File: src/rtl/core/c8ic_pkg.sv
// Shared types, constants and opcode names for the CHIP-8 instruction core.
// No dependencies; the ALU and the top level of the core import this package.
package c8ic_pkg;

    localparam int MEM_BYTES = 4096;
    localparam int SCREEN_W = 64;
    localparam int SCREEN_H = 32;
    localparam int STACK_DEPTH = 16;

    localparam int MEM_AW = $clog2(MEM_BYTES);
    localparam int SCR_XW = $clog2(SCREEN_W);
    localparam int SCR_YW = $clog2(SCREEN_H);
    localparam int FB_AW = SCR_XW + SCR_YW;
    localparam int PIX_COUNT = SCREEN_W * SCREEN_H;
    localparam int SP_W = $clog2(STACK_DEPTH);

    localparam logic [11:0] PROG_START_RST = 12'd512;
    localparam logic [11:0] FONT_BASE_RST = 12'd80;
    localparam logic [7:0] TIMER_RST = 8'd255;

    typedef enum logic [2:0] {
        ACT_WRITE = 3'd0,
        ACT_EXEC = 3'd1,
        ACT_TICK = 3'd2,
        ACT_RDPIX = 3'd3,
        ACT_RDMEM = 3'd4
    } t_action;

    localparam logic CFG_PROG_START = 1'b0;
    localparam logic CFG_FONT_BASE = 1'b1;

    localparam logic [3:0] OPG_SYS = 4'h0;
    localparam logic [3:0] OPG_JP = 4'h1;
    localparam logic [3:0] OPG_CALL = 4'h2;
    localparam logic [3:0] OPG_SE = 4'h3;
    localparam logic [3:0] OPG_SNE = 4'h4;
    localparam logic [3:0] OPG_SER = 4'h5;
    localparam logic [3:0] OPG_LD = 4'h6;
    localparam logic [3:0] OPG_ADD = 4'h7;
    localparam logic [3:0] OPG_ALU = 4'h8;
    localparam logic [3:0] OPG_SNER = 4'h9;
    localparam logic [3:0] OPG_LDI = 4'hA;
    localparam logic [3:0] OPG_JPV = 4'hB;
    localparam logic [3:0] OPG_RND = 4'hC;
    localparam logic [3:0] OPG_DRW = 4'hD;
    localparam logic [3:0] OPG_KEY = 4'hE;
    localparam logic [3:0] OPG_MISC = 4'hF;

    localparam logic [3:0] AN_MOV = 4'h0;
    localparam logic [3:0] AN_OR = 4'h1;
    localparam logic [3:0] AN_AND = 4'h2;
    localparam logic [3:0] AN_XOR = 4'h3;
    localparam logic [3:0] AN_ADD = 4'h4;
    localparam logic [3:0] AN_SUB = 4'h5;
    localparam logic [3:0] AN_SHR = 4'h6;
    localparam logic [3:0] AN_SUBN = 4'h7;
    localparam logic [3:0] AN_SHL = 4'hE;

    localparam logic [7:0] NN_CLS = 8'hE0;
    localparam logic [7:0] NN_RET = 8'hEE;
    localparam logic [7:0] NN_SKP = 8'h9E;
    localparam logic [7:0] NN_SKNP = 8'hA1;
    localparam logic [7:0] NN_LDDT = 8'h07;
    localparam logic [7:0] NN_SETDT = 8'h15;
    localparam logic [7:0] NN_SETST = 8'h18;
    localparam logic [7:0] NN_ADDI = 8'h1E;
    localparam logic [7:0] NN_FONT = 8'h29;
    localparam logic [7:0] NN_BCD = 8'h33;
    localparam logic [7:0] NN_STORE = 8'h55;
    localparam logic [7:0] NN_LOAD = 8'h65;

    localparam logic [7:0] BCD_HUNDRED = 8'd100;
    localparam logic [7:0] BCD_TEN = 8'd10;

    typedef enum logic [2:0] {
        ALU_PASS,
        ALU_OR,
        ALU_AND,
        ALU_XOR,
        ALU_ADD,
        ALU_SUB,
        ALU_SHR,
        ALU_SHL
    } t_alu_op;

    typedef struct packed {
        logic [7:0] res;
        logic flag;
        logic ge;
        logic eq;
    } t_alu_res;

    typedef enum logic [4:0] {
        ST_CLEAR, ST_IDLE, ST_RDPIX, ST_RDMEM,
        ST_F0, ST_F1, ST_F2, ST_RX, ST_RY, ST_R0, ST_EX, ST_WF,
        ST_CLS, ST_DR0, ST_DR1, ST_DR2, ST_DR3,
        ST_B1, ST_B2, ST_B3, ST_B4, ST_B5,
        ST_ST, ST_LD0, ST_LD1, ST_DONE
    } t_state;

endpackage

File: src/rtl/core/c8ic_alu.sv
// Shared 8-bit arithmetic, logic, shift and compare unit.
// Depends on c8ic_pkg for the operation and result types.
module c8ic_alu (
    input  c8ic_pkg::t_alu_op  i_op,
    input  logic [7:0]         i_a,
    input  logic [7:0]         i_b,
    output c8ic_pkg::t_alu_res o_res
);
    import c8ic_pkg::*;

    logic [8:0] sum;
    logic [8:0] diff;

    assign sum = {1'b0, i_a} + {1'b0, i_b};
    assign diff = {1'b0, i_a} - {1'b0, i_b};

    always_comb begin
        o_res.ge = !diff[8];
        o_res.eq = (i_a == i_b);
        o_res.flag = 1'b0;
        unique case (i_op)
            ALU_PASS: o_res.res = i_b;
            ALU_OR: o_res.res = i_a | i_b;
            ALU_AND: o_res.res = i_a & i_b;
            ALU_XOR: o_res.res = i_a ^ i_b;
            ALU_ADD: begin
                o_res.res = sum[7:0];
                o_res.flag = sum[8];
            end
            ALU_SUB: begin
                o_res.res = diff[7:0];
                o_res.flag = !diff[8] && (i_a != i_b);
            end
            ALU_SHR: begin
                o_res.res = {1'b0, i_a[7:1]};
                o_res.flag = i_a[0];
            end
            ALU_SHL: begin
                o_res.res = {i_a[6:0], 1'b0};
                o_res.flag = i_a[7];
            end
            default: o_res.res = i_b;
        endcase
    end
endmodule

File: config.mk
export PLATFORM = sky130hd
export DESIGN_NAME = c8ic_alu
export DESIGN_NICKNAME = d
export VERILOG_FILES = /design/src/rtl/core/c8ic_pkg.sv /design/src/rtl/core/c8ic_alu.sv
export SDC_FILE = /design/constraint.sdc
export NUM_CORES = 1
export LEC_CHECK = 0
export ABC_AREA = 0
export BUFFER_PORTS_ARGS = -buffer_cell sky130_fd_sc_hd__buf_2
export CAP_MARGIN = 10
export CORE_MARGIN = 10
export CORE_UTILIZATION = 54
export DETAILED_ROUTE_END_ITERATION = 6
export GPL_ROUTABILITY_DRIVEN = 0
export PLACE_DENSITY = 0.82
export SKIP_LAST_GASP = 1
export SLEW_MARGIN = 20
export SYNTH_ARGS = -nofsm -noshare
export SYNTH_HDL_FRONTEND = slang
export SYNTH_SLANG_ARGS = --single-unit
File: constraint.sdc
create_clock -name vclk -period 2.4
set_input_delay 0.48 -clock vclk [all_inputs]
set_output_delay 0.48 -clock vclk [all_outputs]
set_load 0.02 [all_outputs]
# After elaboration in Yosys (flattened, before gate mapping)
# Index checks and enable logic that the tools add are counted.
# word_totals
elab_cells	19
ff_bits	0
# op_classes
eq_ne	9
bitwise_logic	3
n_addsub	2
n_reduce_logical	3
n_mux	2
# op_table
op	count
$pmux W8 S8	1
$eq A3 B3 Y1 const B	4
$add A8 B8 Y9	1
$sub A8 B8 Y9	1
$and A8 B8 Y8	1
$eq A8 B8 Y1	1
$ne A8 B8 Y1	1
$or A8 B8 Y8	1
$xor A8 B8 Y8	1
$eq A3 B2 Y1 const B	2
$pmux W1 S4	1
$eq A3 B1 Y1 const B	1
$logic_not A3 Y1	1
$logic_and A1 B1 Y1	1
$logic_not A1 Y1	1

# Depth between registers and ports, before layout
# Gate-level depths: netlist (run 1).
# logic_depth
word_depth	4
mapped_depth	8
depth_no_buf	8

# Worst setup path after synthesis (run 1)
# No wires, ideal clock.
# synth_path
path_kind	input-to-output
start	input port i_a[1]
end	output port o_res[8] (netlist bit)
cell_stages	7
arrival_time_ns	2.288
path_slack_ns	-0.368
path_cell_list	inv_1 ha_1 o21ba_2 or4_1 o21ai_0 mux2_2 a21oi_1
# synth_lines
element	line	text
from (decl)	c8ic_alu.sv:5	input logic [7:0] i_a,
to (decl)	c8ic_alu.sv:7	output c8ic_pkg::t_alu_res o_res

==> impl_metrics.tcl, run 1 <==
set metrics [dict create \
    status "finished, violations left" \
    violations "design-rule violations, negative setup slack" \
    yosys_warnings 0 \
    wirelength_mm 10.6 \
    drt_iter0_markers 550 \
    multi_input_comb_area_mm2 0.00159 \
    fmax_ghz 0.322 \
    tightest_slew_ns 0.615 \
    synth_fa_ha_area_frac 0.243 \
    fin_ws_ns -0.705 \
    crit_start "i_b[5]" \
    drive_gt1_frac 0.556 \
    syn_inst 209 \
    p_comb_frac 1.000 \
    switching_power_mw 0.409 \
    grt-ovfl-total 0 \
    nFillCells 65 \
    ys_seq_area_frac 0 \
    setup_viol 11 \
    dieArea_mm2 0.00530 \
    setup.worst_path.end "o_res[2]" \
    setup.worst_path.start_class "input pin" \
    synth_xor_area_frac 0.0233 \
    period_minus_slack_ns 3.11 \
    hp-start "i_b[7]" \
    detail-route-antenna-nets 0 \
    avgSynthCellArea_um2 7.20 \
    io_pins 30 \
    p_per_area_mw_per_mm2 282 \
    dpl.hpwl_mm 4.74 \
    final_cells 343 \
    ys_top_cells_by_area "ha_1 (22%), a21oi_1 (7.3%), inv_1 (5.7%)" \
    leakagePower_nw 1.26 \
    clock_buffers 0 \
    cp_cell_sequence "buf_2 -> inv_1 -> ha_2 -> buf_4 -> nor4_4 -> buf_4 -> a21oi_1 -> o21ai_0 -> a21o_1 -> o211ai_1 -> buf_4" \
    switching_share 0.558 \
    vias 2649 \
    grt_use_total 0.258 \
    muxShareOfSynthArea 0.0724 \
    crit_buf_inv 5 \
    rows 19 \
    worstPathMaxFanout 11 \
    drv_cap 0 \
    ys_types 58 \
    syn_nets 256 \
    die_x_um 72.8 \
    seq_area_um2 0 \
    grt_setup_unrepaired "yes" \
    final_nets 360 \
    grt_max_degree 15 \
    place_inst 337 \
    slowest_delay_ns 0.50 \
    crit_type "in2out" \
    post_drt_wl_per_cell_um 31.0 \
    hold_viol 0 \
    crit_arrival_ns 2.63 \
    whs_ns 1.43 \
    internal-power_mw 0.324 \
    period_share 1.29 \
    grt_pass1_vias 2276 \
    end_kind "output pin" \
    required_ns 1.92 \
    chipHeight_um 72.8 \
    critPathTopFamily "compound AO/OA/AOI/OAI gates" \
    area_growth_pct 73.0 \
    hold_path_class "in2out" \
    slew_violations 0 \
    slowest_stage "ha_2" \
    route.detailed.drc 186 \
    start_util 0.555 \
    slew_headroom 0.585 \
    synth_top_family_by_area "compound AO/OA/AOI/OAI gates" \
    yosys.area.top_type_share 0.216 \
    core_region_area_mm2 0.00271 \
    drt-pass1-iter-count 7 \
    antenna_found_initial 1 \
    portBuffers 30 \
    grt_pass1_wl_mm 11.2 \
    path_depth 11 \
    ir_drop_mv 0.272 \
    pwr-share-seq 0 \
    vias_per_cell 7.72 \
    syn_area_mm2 0.00150 \
    power.share.clock 0 \
    seq_cells 0 \
    synth_top_area_cell "ha_1" \
    cp_common_cell "buf_4" \
    synth_compound_area_frac 0.359 \
    yosys.area_share.simple 0.192 \
]
## tightest hold or removal path: cells and delay by family
family,cells,cell delay (ns)
AOI/OAI and AO/OA,1,0.11
buffers and inverters,3,0.35
## cell type report
type / count / area share
inverters: 24 / 0.0380
repair buffers: 114 / 0.334
diodes: 1 / 0.000962
well taps: 31 / 0.0149
multi-input cells: 173 / 0.612
## kinds of logic (layout without fill, tap and decap cells)
kind of cell,count (synthesis),in the layout
fa+ha+maj,28,28
mux,9,9
simple gates,53,53
compound gates,79,79
buf+inv,36,138
xor+xnor,4,4
other cells,0,1
## power by group through the flow
stage               registers [mW]  clock network (mW)  logic [mW]
floorplan                        0                   0       0.286
global placement                 0                   0       0.490
detailed placement               0                   0       0.513
CTS                              0                   0       0.570
global route                     0        0.0000000557       0.746
finish                           0        0.0000000558       0.733
## metrics by stage
stage / setup slack, ns / instance area (µm²) / TNS [ns] / total power [mW] / util
4_1_cts: -0.397 / 2440 / -2.25 / 0.570 / 0.900
5_1_grt: -0.730 / 2600 / -4.99 / 0.746 / 0.960
3_3_place_gp: -0.472 / 2280 / -2.87 / 0.490 / 0.843
3_5_place_dp: -0.530 / 2280 / -3.45 / 0.513 / 0.843
2_1_floorplan: -0.237 / 1570 / -0.518 / 0.286 / -
6_report: -0.705 / 2600 / -4.47 / 0.733 / 0.960
## cell usage after synthesis, types with 3 or more instances
cell / number
o21bai_1: 3
nor2_1: 13
nand3_1: 6
o22ai_1: 3
a21oi_1: 22
ha_1: 26
buf_2: 7
o211ai_1: 3
inv_1: 23
xor2_1: 3
nand2_1: 11
o21ai_0: 13
a221oi_1: 3
mux2i_1: 6
a21o_1: 5
a31oi_1: 5
nor3_1: 3
## per-layer routing
layer,vias to the layer above,GRT usage,share of wire
met4,0,0.158,0.12
met2,362,0.444,0.41
met1,1147,0.281,0.30
li1,971,-,-
met5,-,0,0
met3,169,0.0531,0.16
## layout by cell type, fill, tap and decap left out, drive strengths merged, types with 2 or more instances in the layout
cell type  netlist  final
a21o             5      5
a22oi            2      2
or3              2      2
nand2           12     12
o211ai           3      3
o22ai            3      3
nand3            6      6
a221oi           4      4
mux2i            6      6
nor3             4      4
nor4             2      2
o21ai           14     14
mux2             2      2
o221ai           2      2
nor3b            2      2
nand3b           2      2
xor2             3      3
a211oi           4      4
ha              26     26
a31oi            5      5
fa               2      2
inv             24     23
o21bai           3      3
o21a             2      2
nor2            13     13
or4              2      2
a21oi           22     22
buf             11    114
or2              2      2
## how the worst min path moves through the flow
| stage | endpoint | slack, ns | cells after the start |
|---|---|---|---|
| floorplan | o_res[6] | 1.14 | 2 |
| global placement | o_res[5] | 1.41 | 4 |
| detailed placement | o_res[10] | 1.42 | 4 |
| CTS | o_res[5] | 1.42 | 4 |
| global route | o_res[5] | 1.44 | 4 |
| finish | o_res[10] | 1.43 | 4 |
## repair_timing
| action | in CTS | in global routing |
|---|---|---|
| resized for setup | 40 | 37 |
| pin swaps | 16 | 19 |
| setup buffers | 2 | 3 |
| hold buffers | 0 | 0 |
| hold endpoints to repair | 0 | 0 |
| endpoints found under the setup margin | 10 | 11 |
Power figures use the tool's default switching activity.
==> run 2: changes to the inputs <==
--- a/config.mk
+++ b/config.mk
@@ -6,7 +6,7 @@
 export NUM_CORES = 1
 export LEC_CHECK = 0
 export ABC_AREA = 0
-export BUFFER_PORTS_ARGS = -buffer_cell sky130_fd_sc_hd__buf_2
+export BUFFER_PORTS_ARGS = -buffer_cell sky130_fd_sc_hd__buf_4
 export CAP_MARGIN = 10
 export CORE_MARGIN = 10
 export CORE_UTILIZATION = 54
==> run 2 against run 1 <==
Wire length fell by 23%. Flip-flop and latch count did not move. The run ends with negative setup slack left. Clock-buffer cell count did not move. Non-clock buffer count fell by 13. Utilization fell by 4.0 points. Critical path depth rose by 1. Combinational power fell by 11%.
==> impl_metrics.tcl, run 2 (same netlist as run 1, synthesis figures left out) <==
set metrics [dict create \
    grt-ovfl-total 0 \
    post_drt_wl_per_cell_um 24.8 \
    wirelength_mm 8.17 \
    hold_buffers 0 \
    crit_arrival_ns 2.38 \
    area_growth_pct 65.8 \
    period_minus_slack_ns 2.86 \
    die_x_um 72.8 \
    crit_type "in2out" \
    slew_headroom 0.724 \
    worstPathMaxFanout 3 \
    setup_tns_ns -3.33 \
    p_per_area_mw_per_mm2 263 \
    portBuffers 30 \
    route.detailed.drc 0 \
    drt-pass1-iter-count 7 \
    chipHeight_um 72.8 \
    final_common_cell "buf_4" \
    violations "negative setup slack" \
    drv_cap 0 \
    critPathTopFamily "buffers and inverters" \
    grt_use_total 0.199 \
    cp_cell_sequence "buf_8 -> buf_4 -> ha_4 -> inv_2 -> fa_2 -> nor2b_2 -> o2111ai_1 -> buf_4 -> nand3_1 -> and3_1 -> a211oi_4 -> buf_6" \
    fin_ws_ns -0.457 \
    drive_gt1_frac 0.493 \
    rows 19 \
    cp_common_cell "buf_4" \
    slew_violations 0 \
    setup.worst_path.start_class "input pin" \
    tightest_slew_ns 0.411 \
    dpl.hpwl_mm 4.13 \
    leakagePower_nw 1.22 \
    vias_per_cell 7.05 \
    core_region_area_mm2 0.00271 \
    required_ns 1.92 \
    seq_cells 0 \
    grt_max_degree 20 \
    grt_pass1_vias 1949 \
    nFillCells 109 \
    grt_setup_unrepaired "yes" \
    end_kind "output pin" \
    hold_viol 0 \
    io_pins 30 \
    detail-route-antenna-nets 0 \
    seq_area_um2 0 \
    diodes 0 \
    start_util 0.555 \
    layout_common_cells "buf_4 (94), ha_1 (20), inv_1 (19)" \
    hold_path_class "in2out" \
    slowest_delay_ns 0.26 \
    holdPathStages 3 \
    slowest_stage "o2111ai_1" \
    placed_area_mm2 0.00223 \
    vias 2319 \
    ir_drop_mv 0.242 \
    period_share 1.19 \
    clock_buffers 0 \
    final_area_mm2 0.00249 \
    whs_ns 1.33 \
    dieArea_mm2 0.00530 \
    drt_iter0_markers 436 \
    setup_viol 10 \
    status "finished, violations left" \
    fmax_ghz 0.350 \
    crit_buf_inv 5 \
    antenna_found_initial 0 \
    final_core_util 0.920 \
    grt_pass1_wl_mm 9.05 \
    final_nets 347 \
    path_depth 12 \
]
-- run 2: cell types whose count changed in the layout (fill, tap and decap cells not counted), moves of 6 or more --
| cell | before | now |
|---|---|---|
| buf_2 | 19 | 0 |
| buf_4 | 82 | 94 |
| ha_1 | 12 | 20 |
| buf_6 | 11 | 5 |
| ha_2 | 8 | 2 |
-- run 2: worst min-delay path, stage by stage --
cell and delay (ns):
buf_4 0.10, o21a_1 0.13, buf_4 0.14
-- run 2: through the flow --
| step | power, mW | cells | worst slack (ns) |
|---|---|---|---|
| floorplan | 0.286 | 209 | -0.237 |
| global placement | 0.491 | 322 | -0.435 |
| detailed placement | 0.503 | 322 | -0.454 |
| CTS | 0.543 | 326 | -0.359 |
| global route | 0.674 | 329 | -0.509 |
| finish | 0.655 | 329 | -0.457 |
-- run 2: layer usage --
layer,up-vias,wire (µm),track usage
met1,1065,2900,0.240
met4,0,499,0.0506
li1,940,-,-
met5,-,0,0
met3,73,921,0.0218
met2,241,3850,0.361
-- run 2: worst paths after layout --
check | from | endpoint | slack, ns
setup / recovery | i_a[0] | o_res[9] | -0.46
hold / removal | i_b[2] | o_res[5] | 1.33
-- run 2: area by class of cell --
cell class                      instances  area [µm²]  share of cell area
Inverter                               24        98.8              0.0396
Multi-Input combinational cell        173        1560               0.627
Tap cell                               31        38.8              0.0156
Timing Repair Buffer                  101         792               0.318
-- run 2: power by group --
group / switching, mW / internal (mW) / total (mW)
Sequential: 0 / 0 / 0
Combinational: 0.355 / 0.300 / 0.655
Clock: 0 / 0 / 0
Total: 0.355 / 0.300 / 0.655
-- run 2: timing repair --
action,4_1_cts,5_1_grt
buffers inserted,4,3
pin swaps,21,8
resized for setup,33,17
setup endpoints to repair,9,11
